<file path="src/rtl/core/hsme_pkg.sv">
// shared types and constants of the hierarchical state machine engine
`timescale 1ns / 1ps
package hsme_pkg;

    // fixed table geometry
    localparam int NUM_STATES      = 16;
    localparam int TRANS_PER_STATE = 4;
    localparam int EVENT_BITS      = 8;
    localparam int ST_W            = $clog2(NUM_STATES);
    localparam int SLOT_W          = $clog2(TRANS_PER_STATE);
    localparam int CNT_W           = 3;

    // transition flag bit positions
    localparam int TF_INTERNAL = 0;
    localparam int TF_GUARD    = 1;
    localparam int TF_ACTION   = 2;

    // commands
    localparam logic [2:0] CMD_LOAD_STATE = 3'd0;
    localparam logic [2:0] CMD_LOAD_TRANS = 3'd1;
    localparam logic [2:0] CMD_INIT       = 3'd2;
    localparam logic [2:0] CMD_DISPATCH   = 3'd3;
    localparam logic [2:0] CMD_QUERY      = 3'd4;

    // result kinds
    localparam logic [1:0] KIND_ACTION = 2'd0;
    localparam logic [1:0] KIND_EXIT   = 2'd1;
    localparam logic [1:0] KIND_ENTRY  = 2'd2;
    localparam logic [1:0] KIND_DONE   = 2'd3;

    // datapath operations
    localparam logic [4:0] OP_NONE      = 5'd0;
    localparam logic [4:0] OP_ACCEPT    = 5'd1;
    localparam logic [4:0] OP_QCMP      = 5'd2;
    localparam logic [4:0] OP_UP_RD     = 5'd3;
    localparam logic [4:0] OP_DST       = 5'd4;
    localparam logic [4:0] OP_TAKE      = 5'd5;
    localparam logic [4:0] OP_NEXT_SLOT = 5'd6;
    localparam logic [4:0] OP_UP_REG    = 5'd7;
    localparam logic [4:0] OP_EMIT_ACT  = 5'd8;
    localparam logic [4:0] OP_GSTART    = 5'd9;
    localparam logic [4:0] OP_SLATCH    = 5'd10;
    localparam logic [4:0] OP_EMIT_SX   = 5'd11;
    localparam logic [4:0] OP_EMIT_SN   = 5'd12;
    localparam logic [4:0] OP_ARD       = 5'd13;
    localparam logic [4:0] OP_ACHK      = 5'd14;
    localparam logic [4:0] OP_BRD       = 5'd15;
    localparam logic [4:0] OP_BCHK      = 5'd16;
    localparam logic [4:0] OP_ALN       = 5'd17;
    localparam logic [4:0] OP_CMP_STEP  = 5'd18;
    localparam logic [4:0] OP_CMP_END   = 5'd19;
    localparam logic [4:0] OP_XEMIT     = 5'd20;
    localparam logic [4:0] OP_NDEC      = 5'd21;
    localparam logic [4:0] OP_NEMIT     = 5'd22;
    localparam logic [4:0] OP_COMMIT    = 5'd23;
    localparam logic [4:0] OP_FIN       = 5'd24;

    typedef struct packed {
        logic [2:0]  command;
        logic [3:0]  state_index;
        logic [3:0]  link_index;
        logic [2:0]  flags;
        logic [2:0]  trans_count;
        logic [1:0]  trans_slot;
        logic [7:0]  event_id;
        logic [63:0] guard_results;
    } t_in;

    typedef struct packed {
        logic [1:0] kind;
        logic [3:0] state_id;
        logic [1:0] action_slot;
        logic       answer;
        logic       last;
    } t_out;

    // state table entry
    typedef struct packed {
        logic             has_parent;
        logic [ST_W-1:0]  parent;
        logic             entry_f;
        logic             exit_f;
        logic [CNT_W-1:0] cnt;
    } t_sent;

    // transition table entry
    typedef struct packed {
        logic [EVENT_BITS-1:0] ev;
        logic [ST_W-1:0]       target;
        logic [2:0]            flags;
    } t_tent;

    typedef struct packed {
        logic [4:0] op;
    } t_ctl;

    typedef struct packed {
        logic out_free;
        logic cur_valid;
        logic is_self;
        logic cnt_zero;
        logic up_rd;
        logic up_reg;
        logic tr_match;
        logic tr_act;
        logic tr_int;
        logic tfl_int;
        logic more_slots;
        logic cmp_go;
        logic x_done;
        logic x_flag;
        logic n_done;
        logic n_flag;
        logic s_exit;
        logic s_entry;
    } t_status;

endpackage

</file>
<file path="src/rtl/core/hsme_ram.sv">
// generic single write port ram with registered read
`timescale 1ns / 1ps
module hsme_ram #(
    parameter int WIDTH = 8,
    parameter int DEPTH = 16
) (
    input  logic                     i_clk,
    input  logic                     i_we,
    input  logic [$clog2(DEPTH)-1:0] i_waddr,
    input  logic [WIDTH-1:0]         i_wdata,
    input  logic [$clog2(DEPTH)-1:0] i_raddr,
    output logic [WIDTH-1:0]         o_rdata
);
    logic [WIDTH-1:0] r_mem [DEPTH];
    logic [WIDTH-1:0] r_rdata;

    // write and registered read
    always_ff @(posedge i_clk) begin
        if (i_we) begin
            r_mem[i_waddr] <= i_wdata;
        end
        r_rdata <= r_mem[i_raddr];
    end

    assign o_rdata = r_rdata;
endmodule

</file>
<file path="src/rtl/core/hsme_ctrl.sv">
// controller state machine of the hierarchical state machine engine
`timescale 1ns / 1ps
module hsme_ctrl (
    input  logic             i_clk,
    input  logic             i_rst_n,
    input  logic             i_valid,
    input  logic [2:0]       i_cmd,
    input  hsme_pkg::t_status i_status,
    output hsme_pkg::t_ctl   o_ctl,
    output logic             o_busy
);
    import hsme_pkg::*;

    localparam logic [4:0] S_IDLE  = 5'd0;
    localparam logic [4:0] S_QRD   = 5'd1;
    localparam logic [4:0] S_QCHK  = 5'd2;
    localparam logic [4:0] S_DRD   = 5'd3;
    localparam logic [4:0] S_DST   = 5'd4;
    localparam logic [4:0] S_DTW   = 5'd5;
    localparam logic [4:0] S_DTR   = 5'd6;
    localparam logic [4:0] S_DACT  = 5'd7;
    localparam logic [4:0] S_GOTO  = 5'd8;
    localparam logic [4:0] S_SRD   = 5'd9;
    localparam logic [4:0] S_SCHK  = 5'd10;
    localparam logic [4:0] S_SEX   = 5'd11;
    localparam logic [4:0] S_SEN   = 5'd12;
    localparam logic [4:0] S_ARD   = 5'd13;
    localparam logic [4:0] S_ACHK  = 5'd14;
    localparam logic [4:0] S_BRD   = 5'd15;
    localparam logic [4:0] S_BCHK  = 5'd16;
    localparam logic [4:0] S_ALN   = 5'd17;
    localparam logic [4:0] S_CMP   = 5'd18;
    localparam logic [4:0] S_XEMIT = 5'd19;
    localparam logic [4:0] S_NCHK  = 5'd20;
    localparam logic [4:0] S_NEMIT = 5'd21;
    localparam logic [4:0] S_FIN   = 5'd22;

    logic [4:0] r_state;
    logic [4:0] n_state;
    logic [4:0] n_op;

    // next state and datapath operation
    always_comb begin
        n_state = r_state;
        n_op    = OP_NONE;
        case (r_state)
            S_IDLE: begin
                if (i_valid) begin
                    n_op = OP_ACCEPT;
                    case (i_cmd)
                        CMD_INIT:     n_state = S_GOTO;
                        CMD_DISPATCH: n_state = i_status.cur_valid ? S_DRD : S_FIN;
                        CMD_QUERY:    n_state = i_status.cur_valid ? S_QRD : S_FIN;
                        default:      n_state = S_IDLE;
                    endcase
                end
            end
            S_QRD: begin
                n_op    = OP_QCMP;
                n_state = S_QCHK;
            end
            S_QCHK: begin
                if (i_status.up_rd) begin
                    n_op    = OP_UP_RD;
                    n_state = S_QRD;
                end else begin
                    n_state = S_FIN;
                end
            end
            S_DRD: n_state = S_DST;
            S_DST: begin
                if (!i_status.cnt_zero) begin
                    n_op    = OP_DST;
                    n_state = S_DTW;
                end else if (i_status.up_rd) begin
                    n_op    = OP_UP_RD;
                    n_state = S_DRD;
                end else begin
                    n_state = S_FIN;
                end
            end
            S_DTW: n_state = S_DTR;
            S_DTR: begin
                if (i_status.tr_match) begin
                    n_op = OP_TAKE;
                    if (i_status.tr_act) begin
                        n_state = S_DACT;
                    end else begin
                        n_state = i_status.tr_int ? S_FIN : S_GOTO;
                    end
                end else if (i_status.more_slots) begin
                    n_op    = OP_NEXT_SLOT;
                    n_state = S_DTW;
                end else if (i_status.up_reg) begin
                    n_op    = OP_UP_REG;
                    n_state = S_DRD;
                end else begin
                    n_state = S_FIN;
                end
            end
            S_DACT: begin
                if (i_status.out_free) begin
                    n_op    = OP_EMIT_ACT;
                    n_state = i_status.tfl_int ? S_FIN : S_GOTO;
                end
            end
            S_GOTO: begin
                n_op = OP_GSTART;
                if (i_status.is_self) begin
                    n_state = S_SRD;
                end else begin
                    n_state = i_status.cur_valid ? S_ARD : S_BRD;
                end
            end
            S_SRD:  n_state = S_SCHK;
            S_SCHK: begin
                n_op    = OP_SLATCH;
                n_state = S_SEX;
            end
            S_SEX: begin
                if (!i_status.s_exit || i_status.out_free) begin
                    n_op    = OP_EMIT_SX;
                    n_state = S_SEN;
                end
            end
            S_SEN: begin
                if (!i_status.s_entry || i_status.out_free) begin
                    n_op    = OP_EMIT_SN;
                    n_state = S_FIN;
                end
            end
            S_ARD: begin
                n_op    = OP_ARD;
                n_state = S_ACHK;
            end
            S_ACHK: begin
                n_op    = OP_ACHK;
                n_state = i_status.up_rd ? S_ARD : S_BRD;
            end
            S_BRD: begin
                n_op    = OP_BRD;
                n_state = S_BCHK;
            end
            S_BCHK: begin
                n_op    = OP_BCHK;
                n_state = i_status.up_rd ? S_BRD : S_ALN;
            end
            S_ALN: begin
                n_op    = OP_ALN;
                n_state = S_CMP;
            end
            S_CMP: begin
                if (i_status.cmp_go) begin
                    n_op = OP_CMP_STEP;
                end else begin
                    n_op    = OP_CMP_END;
                    n_state = S_XEMIT;
                end
            end
            S_XEMIT: begin
                if (i_status.x_done) begin
                    n_state = S_NCHK;
                end else if (!i_status.x_flag || i_status.out_free) begin
                    n_op = OP_XEMIT;
                end
            end
            S_NCHK: begin
                if (i_status.n_done) begin
                    n_op    = OP_COMMIT;
                    n_state = S_FIN;
                end else begin
                    n_op    = OP_NDEC;
                    n_state = S_NEMIT;
                end
            end
            S_NEMIT: begin
                if (!i_status.n_flag || i_status.out_free) begin
                    n_op    = OP_NEMIT;
                    n_state = S_NCHK;
                end
            end
            S_FIN: begin
                if (i_status.out_free) begin
                    n_op    = OP_FIN;
                    n_state = S_IDLE;
                end
            end
            default: n_state = S_IDLE;
        endcase
    end

    // state register
    always_ff @(posedge i_clk) begin
        if (!i_rst_n) begin
            r_state <= S_IDLE;
        end else begin
            r_state <= n_state;
        end
    end

    assign o_ctl.op = n_op;
    assign o_busy   = (r_state != S_IDLE);
endmodule

</file>
<file path="src/rtl/core/hsme_dp.sv">
// datapath: tables, ancestor chains, counters and output register
`timescale 1ns / 1ps
module hsme_dp #(
    parameter int MAX_DEPTH = 8
) (
    input  logic              i_clk,
    input  logic              i_rst_n,
    input  hsme_pkg::t_in     i_item,
    input  hsme_pkg::t_ctl    i_ctl,
    input  logic              i_stall,
    output hsme_pkg::t_status o_status,
    output logic              o_valid,
    output hsme_pkg::t_out    o_item
);
    import hsme_pkg::*;

    localparam int CW = $clog2(MAX_DEPTH + 1);
    localparam int IW = $clog2(MAX_DEPTH);

    // latched transaction and walk registers
    t_in                         r_item;
    logic [ST_W-1:0]             r_cur;
    logic                        r_cur_valid;
    logic [ST_W-1:0]             r_walk;
    logic [CW-1:0]               r_depth;
    logic [SLOT_W-1:0]           r_slot;
    logic                        r_ans;
    logic [ST_W-1:0]             r_target;
    logic [2:0]                  r_tfl;
    t_sent                       r_ent;
    logic                        r_sx;
    logic                        r_sn;
    // source and target ancestor chains
    logic [ST_W-1:0]             r_src [MAX_DEPTH];
    logic [MAX_DEPTH-1:0]        r_src_x;
    logic [ST_W-1:0]             r_ep [MAX_DEPTH];
    logic [MAX_DEPTH-1:0]        r_ep_n;
    logic [CW-1:0]               r_da;
    logic [CW-1:0]               r_db;
    logic [CW-1:0]               r_ia;
    logic [CW-1:0]               r_ib;
    logic [CW-1:0]               r_lim;
    logic                        r_ov;
    t_out                        r_out;

    logic                        accept;
    logic                        st_we;
    logic                        tr_we;
    t_sent                       st_wdata;
    t_tent                       tr_wdata;
    logic [$bits(t_sent)-1:0]    st_rdata;
    logic [$bits(t_tent)-1:0]    tr_rdata;
    t_sent                       srd;
    t_tent                       trd;
    logic [IW-1:0]               ia_idx;
    logic [IW-1:0]               ib_idx;
    logic [IW-1:0]               d_idx;
    logic                        depth_ok;
    logic                        out_free;
    logic                        emit_en;
    t_out                        n_out;
    logic [CNT_W-1:0]            sat_cnt;

    assign accept   = (i_ctl.op == OP_ACCEPT);
    assign ia_idx   = r_ia[IW-1:0];
    assign ib_idx   = r_ib[IW-1:0];
    assign d_idx    = r_depth[IW-1:0];
    assign depth_ok = (r_depth + CW'(1)) < CW'(MAX_DEPTH);
    assign out_free = !r_ov || !i_stall;

    // table writes from load transactions
    assign sat_cnt  = (i_item.trans_count > CNT_W'(TRANS_PER_STATE)) ?
                      CNT_W'(TRANS_PER_STATE) : i_item.trans_count;
    assign st_we    = accept && (i_item.command == CMD_LOAD_STATE);
    assign tr_we    = accept && (i_item.command == CMD_LOAD_TRANS);
    assign st_wdata = '{has_parent: i_item.flags[0],
                        parent:     i_item.flags[0] ? i_item.link_index : '0,
                        entry_f:    i_item.flags[1],
                        exit_f:     i_item.flags[2],
                        cnt:        sat_cnt};
    assign tr_wdata = '{ev: i_item.event_id, target: i_item.link_index,
                        flags: i_item.flags};

    hsme_ram #(.WIDTH($bits(t_sent)), .DEPTH(NUM_STATES)) u_state_ram (
        .i_clk   (i_clk),
        .i_we    (st_we),
        .i_waddr (i_item.state_index),
        .i_wdata (st_wdata),
        .i_raddr (r_walk),
        .o_rdata (st_rdata)
    );

    hsme_ram #(.WIDTH($bits(t_tent)), .DEPTH(NUM_STATES * TRANS_PER_STATE)) u_trans_ram (
        .i_clk   (i_clk),
        .i_we    (tr_we),
        .i_waddr ({i_item.state_index, i_item.trans_slot}),
        .i_wdata (tr_wdata),
        .i_raddr ({r_walk, r_slot}),
        .o_rdata (tr_rdata)
    );

    assign srd = t_sent'(st_rdata);
    assign trd = t_tent'(tr_rdata);

    // status toward the controller
    always_comb begin
        o_status.out_free   = out_free;
        o_status.cur_valid  = r_cur_valid;
        o_status.is_self    = r_cur_valid && (r_cur == r_target);
        o_status.cnt_zero   = (srd.cnt == '0);
        o_status.up_rd      = srd.has_parent && depth_ok;
        o_status.up_reg     = r_ent.has_parent && depth_ok;
        o_status.tr_match   = (trd.ev == r_item.event_id) &&
                              (!trd.flags[TF_GUARD] ||
                               r_item.guard_results[{r_walk, r_slot}]);
        o_status.tr_act     = trd.flags[TF_ACTION];
        o_status.tr_int     = trd.flags[TF_INTERNAL];
        o_status.tfl_int    = r_tfl[TF_INTERNAL];
        o_status.more_slots = ({1'b0, r_slot} + CNT_W'(1)) < r_ent.cnt;
        o_status.cmp_go     = (r_ia < r_da) && (r_ib < r_db) &&
                              (r_src[ia_idx] != r_ep[ib_idx]);
        o_status.x_done     = (r_ia == r_lim);
        o_status.x_flag     = r_src_x[ia_idx];
        o_status.n_done     = (r_ib == '0);
        o_status.n_flag     = r_ep_n[ib_idx];
        o_status.s_exit     = r_sx;
        o_status.s_entry    = r_sn;
    end

    // result item selection
    always_comb begin
        n_out   = '0;
        emit_en = 1'b0;
        case (i_ctl.op)
            OP_EMIT_ACT: begin
                n_out.kind        = KIND_ACTION;
                n_out.state_id    = r_walk;
                n_out.action_slot = r_slot;
                emit_en           = 1'b1;
            end
            OP_XEMIT: begin
                n_out.kind     = KIND_EXIT;
                n_out.state_id = r_src[ia_idx];
                emit_en        = r_src_x[ia_idx];
            end
            OP_NEMIT: begin
                n_out.kind     = KIND_ENTRY;
                n_out.state_id = r_ep[ib_idx];
                emit_en        = r_ep_n[ib_idx];
            end
            OP_EMIT_SX: begin
                n_out.kind     = KIND_EXIT;
                n_out.state_id = r_target;
                emit_en        = r_sx;
            end
            OP_EMIT_SN: begin
                n_out.kind     = KIND_ENTRY;
                n_out.state_id = r_target;
                emit_en        = r_sn;
            end
            OP_FIN: begin
                n_out.kind     = KIND_DONE;
                n_out.state_id = r_cur_valid ? r_cur : '0;
                n_out.answer   = r_ans;
                n_out.last     = 1'b1;
                emit_en        = 1'b1;
            end
            default: emit_en = 1'b0;
        endcase
    end

    // control registers
    always_ff @(posedge i_clk) begin
        if (!i_rst_n) begin
            r_cur_valid <= 1'b0;
            r_cur       <= '0;
            r_ov        <= 1'b0;
            r_da        <= '0;
            r_db        <= '0;
            r_ia        <= '0;
            r_ib        <= '0;
            r_lim       <= '0;
        end else begin
            if (emit_en) begin
                r_ov <= 1'b1;
            end else if (!i_stall) begin
                r_ov <= 1'b0;
            end
            case (i_ctl.op)
                OP_ACCEPT: begin
                    if (i_item.command == CMD_INIT) begin
                        r_cur_valid <= 1'b0;
                        r_cur       <= '0;
                    end
                end
                OP_GSTART: begin
                    r_da <= '0;
                    r_db <= '0;
                    r_ia <= '0;
                    r_ib <= '0;
                end
                OP_ACHK: r_da <= r_depth + CW'(1);
                OP_BCHK: r_db <= r_depth + CW'(1);
                OP_ALN: begin
                    if (r_da > r_db) begin
                        r_ia <= r_da - r_db;
                        r_ib <= '0;
                    end else begin
                        r_ia <= '0;
                        r_ib <= r_db - r_da;
                    end
                end
                OP_CMP_STEP: begin
                    r_ia <= r_ia + CW'(1);
                    r_ib <= r_ib + CW'(1);
                end
                OP_CMP_END: begin
                    r_lim <= r_ia;
                    r_ia  <= '0;
                end
                OP_XEMIT: r_ia <= r_ia + CW'(1);
                OP_NDEC:  r_ib <= r_ib - CW'(1);
                OP_COMMIT: begin
                    r_cur       <= r_target;
                    r_cur_valid <= 1'b1;
                end
                default: r_lim <= r_lim;
            endcase
        end
    end

    // payload registers
    always_ff @(posedge i_clk) begin
        if (emit_en) begin
            r_out <= n_out;
        end
        case (i_ctl.op)
            OP_ACCEPT: begin
                r_item   <= i_item;
                r_walk   <= r_cur;
                r_depth  <= '0;
                r_slot   <= '0;
                r_ans    <= 1'b0;
                r_target <= i_item.state_index;
            end
            OP_QCMP: begin
                if (r_walk == r_item.state_index) begin
                    r_ans <= 1'b1;
                end
            end
            OP_UP_RD: begin
                r_walk  <= srd.parent;
                r_depth <= r_depth + CW'(1);
                r_slot  <= '0;
            end
            OP_DST: begin
                r_ent  <= srd;
                r_slot <= '0;
            end
            OP_TAKE: begin
                r_ans    <= 1'b1;
                r_target <= trd.target;
                r_tfl    <= trd.flags;
            end
            OP_NEXT_SLOT: r_slot <= r_slot + SLOT_W'(1);
            OP_UP_REG: begin
                r_walk  <= r_ent.parent;
                r_depth <= r_depth + CW'(1);
                r_slot  <= '0;
            end
            OP_GSTART: begin
                r_walk  <= (r_cur_valid && (r_cur != r_target)) ? r_cur : r_target;
                r_depth <= '0;
            end
            OP_SLATCH: begin
                r_sx <= srd.exit_f;
                r_sn <= srd.entry_f;
            end
            OP_ARD: r_src[d_idx] <= r_walk;
            OP_ACHK: begin
                r_src_x[d_idx] <= srd.exit_f;
                if (srd.has_parent && depth_ok) begin
                    r_walk  <= srd.parent;
                    r_depth <= r_depth + CW'(1);
                end else begin
                    r_walk  <= r_target;
                    r_depth <= '0;
                end
            end
            OP_BRD: r_ep[d_idx] <= r_walk;
            OP_BCHK: begin
                r_ep_n[d_idx] <= srd.entry_f;
                if (srd.has_parent && depth_ok) begin
                    r_walk  <= srd.parent;
                    r_depth <= r_depth + CW'(1);
                end
            end
            default: r_slot <= r_slot;
        endcase
    end

    assign o_valid = r_ov;
    assign o_item  = r_out;

    // a new result never overwrites one still waiting downstream
    assert property (@(posedge i_clk) disable iff (!i_rst_n)
        emit_en |-> (!r_ov || !i_stall))
        else $error("result overwritten while stalled");

    // only the finished result closes a transaction
    assert property (@(posedge i_clk) disable iff (!i_rst_n)
        (r_ov && r_out.last) |-> (r_out.kind == KIND_DONE))
        else $error("last flag on non-finished result");

    // chain indexes stay inside the built chains
    assert property (@(posedge i_clk) disable iff (!i_rst_n)
        (r_ia <= r_da) && (r_ib <= r_db))
        else $error("chain index beyond chain length");

    // exits are only emitted below the common ancestor
    assert property (@(posedge i_clk) disable iff (!i_rst_n)
        (i_ctl.op == OP_XEMIT) |-> (r_ia < r_lim))
        else $error("exit walk past common ancestor");
endmodule

</file>
<file path="src/rtl/core/hierarchical_state_machine_engine_unit.sv">
// top level of the hierarchical state machine engine
//
//  channel | direction | handshake          | payload
//  input   | in        | i_valid / o_stall  | i_item (hsme_pkg::t_in)
//  output  | out       | o_valid / i_stall  | o_item (hsme_pkg::t_out)
//
// loads and unknown commands return straight to idle; a query compares each chain state.
// dispatch walks up from the current state, examines each slot of each state visited, emits
// an action if the taken transition has one, and finishes; each step waits on one registered
// table read. a self transition emits the target's flagged exit and entry; other state changes
// build both chains, find the common ancestor and emit flagged exits below it, then entries.
// reset is synchronous active low and leaves no state active; tables are undefined until loaded.
// a stalled output holds the sequencer in any state that must emit a result; o_stall is high while a transaction runs.
`timescale 1ns / 1ps
module hierarchical_state_machine_engine_unit #(
    parameter int MAX_DEPTH = 8
) (
    input  logic           i_clk,
    input  logic           i_rst_n,
    input  logic           i_valid,
    output logic           o_stall,
    input  hsme_pkg::t_in  i_item,
    output logic           o_valid,
    input  logic           i_stall,
    output hsme_pkg::t_out o_item
);
    import hsme_pkg::*;

    t_ctl    ctl;
    t_status status;
    logic    busy;

    hsme_ctrl u_ctrl (
        .i_clk    (i_clk),
        .i_rst_n  (i_rst_n),
        .i_valid  (i_valid),
        .i_cmd    (i_item.command),
        .i_status (status),
        .o_ctl    (ctl),
        .o_busy   (busy)
    );

    hsme_dp #(.MAX_DEPTH(MAX_DEPTH)) u_dp (
        .i_clk    (i_clk),
        .i_rst_n  (i_rst_n),
        .i_item   (i_item),
        .i_ctl    (ctl),
        .i_stall  (i_stall),
        .o_status (status),
        .o_valid  (o_valid),
        .o_item   (o_item)
    );

    assign o_stall = busy;
endmodule
</file>
<file path="config.mk">
export PLATFORM = sky130hd
export DESIGN_NAME = hierarchical_state_machine_engine_unit
export DESIGN_NICKNAME = d
export VERILOG_FILES = /design/src/rtl/core/hsme_pkg.sv /design/src/rtl/core/hsme_ram.sv /design/src/rtl/core/hsme_ctrl.sv /design/src/rtl/core/hsme_dp.sv /design/src/rtl/core/hierarchical_state_machine_engine_unit.sv
export SDC_FILE = /design/constraint.sdc
export NUM_CORES = 1
export LEC_CHECK = 0
export BUFFER_PORTS_ARGS = -buffer_cell sky130_fd_sc_hd__clkbuf_2
export CAP_MARGIN = 20
export CORE_UTILIZATION = 40
export CTS_CLUSTER_SIZE = 25
export DETAILED_ROUTE_END_ITERATION = 6
export PLACE_DENSITY_LB_ADDON = 0.3
export SLEW_MARGIN = 15
export SYNTH_ARGS = -nofsm -noshare
export SYNTH_HDL_FRONTEND = slang
export SYNTH_HIERARCHICAL = 1
export SYNTH_SLANG_ARGS = --single-unit
</file>
<file path="constraint.sdc">
create_clock -name i_clk -period 9.85 [get_ports i_clk]
set_clock_uncertainty 0.15 [all_clocks]
set_input_delay 1.97 -clock i_clk [delete_from_list [all_inputs] [get_ports i_clk]]
set_output_delay 1.97 -clock i_clk [all_outputs]
set_load 0.02 [all_outputs]
</file>
# Word level (Yosys, flattened, before mapping)
# Memories as Yosys holds them, arrays and structs flattened. A register that Yosys moved wholly into a read port is not among the register bits.
# Cells that the tools add are included.
dict set report word_totals {
  register_bits 159
  n_memories 4
  inputBits 95
  ramBits 1184
}
# memory depth width rd rd_ports_with_merged_regs write_ports line_no
set mem_list {}
lappend mem_list {u_dp.u_trans_ram.r_mem 64 15 1 1 1 hsme_ram.sv:14} ;# logic [WIDTH-1:0] r_mem [DEPTH];
lappend mem_list {u_dp.u_state_ram.r_mem 16 10 1 1 1 hsme_ram.sv:14}
lappend mem_list {u_dp.r_ep 8 4 1 1 1 hsme_dp.sv:36} ;# logic [ST_W-1:0] r_ep [MAX_DEPTH];
lappend mem_list {u_dp.r_src 8 4 1 1 1 hsme_dp.sv:34} ;# logic [ST_W-1:0] r_src [MAX_DEPTH];
dict set report op_classes {
  reduce_logical 49
  n_addsub 8
  magnitude_cmp 11
  mux 93
  n_eq_ne 68
}
# cell count
set op_table {}
lappend op_table {{$mux 5} 28}
lappend op_table {{$pmux 5 s23} 1}
lappend op_table {{$pmux 5 s20} 1}
lappend op_table {{$eq 5x4->1 const B} 16}
lappend op_table {{$eq 5x5->1 const B} 16}
lappend op_table {{$mux 4} 13}
lappend op_table {{$eq 5x3->1 const B} 8}
lappend op_table {{$pmux 6 s6} 1}
lappend op_table {{$pmux 4 s2} 4}
lappend op_table {{$pmux 4 s4} 2}
lappend op_table {{$pmux 4 s6} 1}
lappend op_table {{$eq 5x2->1 const B} 4}
lappend op_table {{$mux 1} 19}
lappend op_table {{$mux 3} 6}
lappend op_table {{$bwmux 8} 2}
lappend op_table {{$pmux 5 s3} 1}
lappend op_table {{$ne 2x1->1 const B} 7}
lappend op_table {{$add 4x1->4 const B} 3}
lappend op_table {{$eq 4x4->1} 3}
lappend op_table {{$lt 3x4->1 const B} 3}
lappend op_table {{$pmux 4 s3} 1}
lappend op_table {{$eq 5x1->1 const B} 2}
lappend op_table {{$logic_and 1x1->1} 10}
lappend op_table {{$mux 2} 5}
lappend op_table {{other kinds (38)} 72}

# Longest topological paths before layout
dict set report depth {
  ltp_word 12
  mapped_depth 19
  depth_no_buf 17
}

# Cells and area by module
# Netlist, hierarchy kept.
# mod cells_each n_inst area_per_inst_um2 seq_area_each_um2
set by_module_without_submodules {}
lappend by_module_without_submodules {{hsme_ram (u_dp.u_trans_ram)} 1638 1 37189.4 29127.9}
lappend by_module_without_submodules {hsme_dp 720 1 10181.0 6406.1}
lappend by_module_without_submodules {{hsme_ram (u_dp.u_state_ram)} 279 1 6353.6 5004.8}
lappend by_module_without_submodules {hsme_ctrl 167 1 1159.9 100.1}

# Worst setup path before layout
# OpenSTA, ideal clock, no wires.
dict set report synth_path {
  kind {input -> register}
  start {input i_stall}
  end {register u_dp/r_item[0] (netlist bit) (enable)}
  path_buffers 3
  t_required_ps 9189
  setup_slack_ps 2317
  cell_stages 11
  setup_ps 511
  t_arrival_ps 6873
  path_cell_list {nand2_1 > buf_4 > inv_1 > a31oi_1 > o21bai_1 > or4_1 > buf_2 > clkbuf_1 > nor2_1 > nand2_1 > nor2_1}
}
# item line_no
set synth_rtl {}
lappend synth_rtl {{start, declared} hierarchical_state_machine_engine_unit.sv:24} ;# input logic i_stall,
lappend synth_rtl {{end signal, assigned} hsme_dp.sv:239} ;# r_item <= i_item;
lappend synth_rtl {{end, declared} hsme_dp.sv:21} ;# t_in r_item;

==> parameters.txt <==
Parameter                              Value

Run status
  Status    completed

Clock network
  Total of cells resized after clock tree synthesis    0
  CTS buffer count    143
  Number of setup buffers added after CTS    0
  H-tree depth reported by CTS    4
  Number of buffers inserted by hold repair at cts    0
  Clock latency on the worst-skew pair    0.77 ns
  TritonCTS sink count    1374
  Root buffer selected by CTS    clkbuf_16
  Max Root-Sink Buffers    3
  TritonCTS clock tree    yes
  Clock transition at path regs    0.06 ns

Power
  P_leak    19.9 nW
  Power per cell area    277 nW/um^2
  Worst ir drop on vdd    around 0.2 mV

Final layout
  Proportion of layout cells with a drive suffix above 1    25.5%
  Leading cell type in the layout, fill and taps excluded    edfxtp_1
  Most frequent cells in the layout    edfxtp_1, mux4_2, nor2_1
  Final nets    3135
  Layout-stage area growth over the synthesis result    13.8%
  Final Instance Count excl. Fillers    4922

Timing
  Crit path time final    ~7 ns
  Maximum frequency from static timing analysis    0.143 GHz
  Max-slew violations    0
  Post-route setup TNS    0 ns
  Final hold viol count    0
  Worst-Margin Slew    1.21 ns
  Setup repair after global routing missed its margin    false
  Slew HR    19.4%
  Part of the cycle the worst path needs    a little under three quarters
  Setup violation total in the final timing report    0

Floorplan
  Initial Utilization    40.4%
  DIE HEIGHT    372 um
  Floorplan core area    around 140000 um^2
  Number of standard-cell rows in the floorplan    approximately 140
  X dimension of the die    372 um
  Top-level I/O count    107
  Die area    139000 um^2

Setup path
  Worst EP arrival    approximately 7.2 ns
  Startpoint Class    flip-flop
  Required time at the worst-slack endpoint    10.08 ns
  CP max FO    42
  Terminus of the critical flop-to-flop path    u_dp/u_trans_ram/r_mem[46][3]$_DFFE_PP_
  Setup slack of the worst register-to-register path    2.85 ns
  Critical path endpoint category    flip-flop
  Type of the setup path with the least slack    reg -> reg
  Number of cells on the worst reg-to-reg path    15
  Start of the worst register-to-register path    u_dp/r_slot[0]$_SDFFCE_PP0P_

Placement
  # placed instances    around 4.7k
  Routability cong.    slightly below 0.9
  DP HPWL    80900 um
  I/O Buffers    106

Hold path
  End point of the worst hold path    u_dp/r_ent[0]$_DFFE_PN_
  Origin of the worst min-delay path    u_dp/u_state_ram/o_rdata[0]$_DFF_P_
  Class of the most critical hold timing path    reg -> reg
  Cell depth of the worst hold path    0

Route
  Vias/cell    5.71
  Number of DRC markers after the initial detailed-route iteration    2992
  Drt wl/cell    26.8 um
  Detail Route Antenna Nets    0
  Final routed DRC violation total    0
  Wirelength, routed    132000 um
  Drt first pass iters    7
  Via count    about 28k

GRT
  Number of global-route vias before repair    28.8k
  Maximum number of pins on one net before global-route repair    83
  GRT Overall Usage    19.1%
  Antenna violations before repair    2
  First-pass GRT wire length    roughly 190000 um
  Leftover overflow at the end of global routing    0

Synth
  Cell type with the highest aggregate area in the netlist    edfxtp_1
  Post-synthesis cell area    about 55000 um^2
  Library cells used by synthesis    86
  Number of register bits inferred by synthesis    approximately 1.4k
  Share of synthesized area occupied by flip-flops and latches    74.0%
  Share of flip-flops with an asynchronous set or reset    0%
  Synth top area share    a little under three quarters
  Prevailing post-synth register cell    edfxtp_1
  Instance count of the mapped netlist    2804
  Yosys warning count    6
  Synthesized net count    2922
  Main area contributors after synthesis    edfxtp_1, mux4_2, dfxtp_1
  EDFF count, synth    between 1k and 1.5k
  Syn avg cell area    19.6 um^2

Flow run
  Max-cap violations    0
[kinds of logic after synthesis]
group           after synthesis  share of synthesized area (%)
buf+inv                     184                           1.66
flops                      1374                           74.0
compound gates              298                           3.79
fa+ha+maj                    23                          0.565
mux                         419                           15.0
xor+xnor                     37                          0.616
simple gates                469                           4.36
[through the flow]
stage	utilization [%]	hold WS (ns)	power, mW	instance area, um^2	worst slack (ns)
after floorplan	-	0.258	10.5	54900	2.32
after global placement	42.5	0.278	12.1	57700	2.73
after detailed placement	42.5	0.283	12.1	57700	2.53
after CTS	46.0	0.297	17.5	62400	2.52
after global routing	46.0	0.307	18.0	62500	2.47
final	46.0	0.293	17.3	62500	2.85
[synthesized netlist by cell type, drive strengths merged, types with 7 or more instances]
| master | count |
|---|---|
| xnor2 | 13 |
| a32oi | 8 |
| nand3 | 39 |
| nand3b | 10 |
| nor3b | 15 |
| nor2 | 153 |
| mux2 | 51 |
| nor2b | 35 |
| o221ai | 15 |
| nand2 | 82 |
| buf | 89 |
| o21ai | 34 |
| o22ai | 31 |
| nand2b | 22 |
| a22oi | 42 |
| ha | 20 |
| nand4 | 13 |
| and2 | 15 |
| a21oi | 63 |
| a2111oi | 16 |
| a211oi | 9 |
| nor3 | 40 |
| inv | 30 |
| dfxtp | 62 |
| edfxtp | 1312 |
| clkbuf | 64 |
| a22o | 8 |
| nor4 | 10 |
| mux2i | 57 |
| or3 | 7 |
| mux4 | 311 |
| a21o | 19 |
| xor2 | 23 |
[layout make-up]
class | instances | area, um^2
fillers | 11300 | 73300
flip-flops and latches | 1374 | 40600
multi-input cells | 1246 | 13400
clock buffers | 189 | 3860
well taps | 1781 | 2230
repair buffers | 221 | 1410
clock inverters | 77 | 822
inverters | 31 | 116
diodes | 3 | 7.51
[report_power, final]
group	leakage, nW	internal (mW)	switching, mW
Combinational	5.28	1.98	2.81
Clock	2.29	3.09	2.25
Sequential	12.4	6.90	0.304
[state kept, by name (all words and copies together) (netlist names), 2 cells and up, named ones only]
signal	count
u_dp/r_lim	4
u_dp/r_src_x	8
u_dp/o_item	10
u_dp/r_cur	4
u_dp/r_target	4
u_dp/r_depth	4
u_dp/r_ep_n	8
u_dp/u_trans_ram/r_mem	960
u_dp/r_ent	8
u_dp/r_walk	4
u_dp/u_trans_ram/o_rdata	15
u_dp/r_ia	4
u_ctrl/r_state	5
u_dp/r_src	32
u_dp/r_da	4
u_dp/r_db	4
u_dp/r_item	76
u_dp/u_state_ram/o_rdata	10
u_dp/r_ep	32
u_dp/r_ib	4
u_dp/u_state_ram/r_mem	160
u_dp/r_slot	2
[metal layers]
layer	track usage [%]	up-vias	share of wire, %
li1	-	12000	-
met1	26.3	14700	42
met2	31.0	1221	49
met3	3.08	185	7.3
met4	6.34	0	2.6
met5	0	-	0
[how the worst max path moves through the flow]
stage                                            start                                        to  slack (ns)
after floorplan                                i_stall                  u_dp/r_item[0]$_DFFE_PP_        2.32
after global placement                         i_stall    u_dp/u_trans_ram/r_mem[4][0]$_DFFE_PP_        2.73
after detailed placement                       i_stall   u_dp/u_trans_ram/r_mem[46][5]$_DFFE_PP_        2.53
after CTS                 u_dp/r_slot[0]$_SDFFCE_PP0P_  u_dp/u_trans_ram/r_mem[46][10]$_DFFE_PP_        2.52
after global routing      u_dp/r_slot[0]$_SDFFCE_PP0P_   u_dp/u_trans_ram/r_mem[46][3]$_DFFE_PP_        2.47
final                     u_dp/r_slot[0]$_SDFFCE_PP0P_   u_dp/u_trans_ram/r_mem[46][3]$_DFFE_PP_        2.85
[worst max-delay path, stage by stage, from the launching register on]
cell       delay [ns]
edfxtp_1         0.40
buf_4            0.33
buf_4            0.72
mux4_2           0.63
nand2_1          0.09
nand4_1          0.10
o211a_1          0.28
nor3_1           0.39
o2111ai_2        0.57
nor4b_4          0.66
nand2_1          0.22
nor3b_1          0.24
buf_4            0.22
nor2b_1          0.29
nand3_1          0.49
nor2_2           0.80
(Power assumes the default switching activity.)
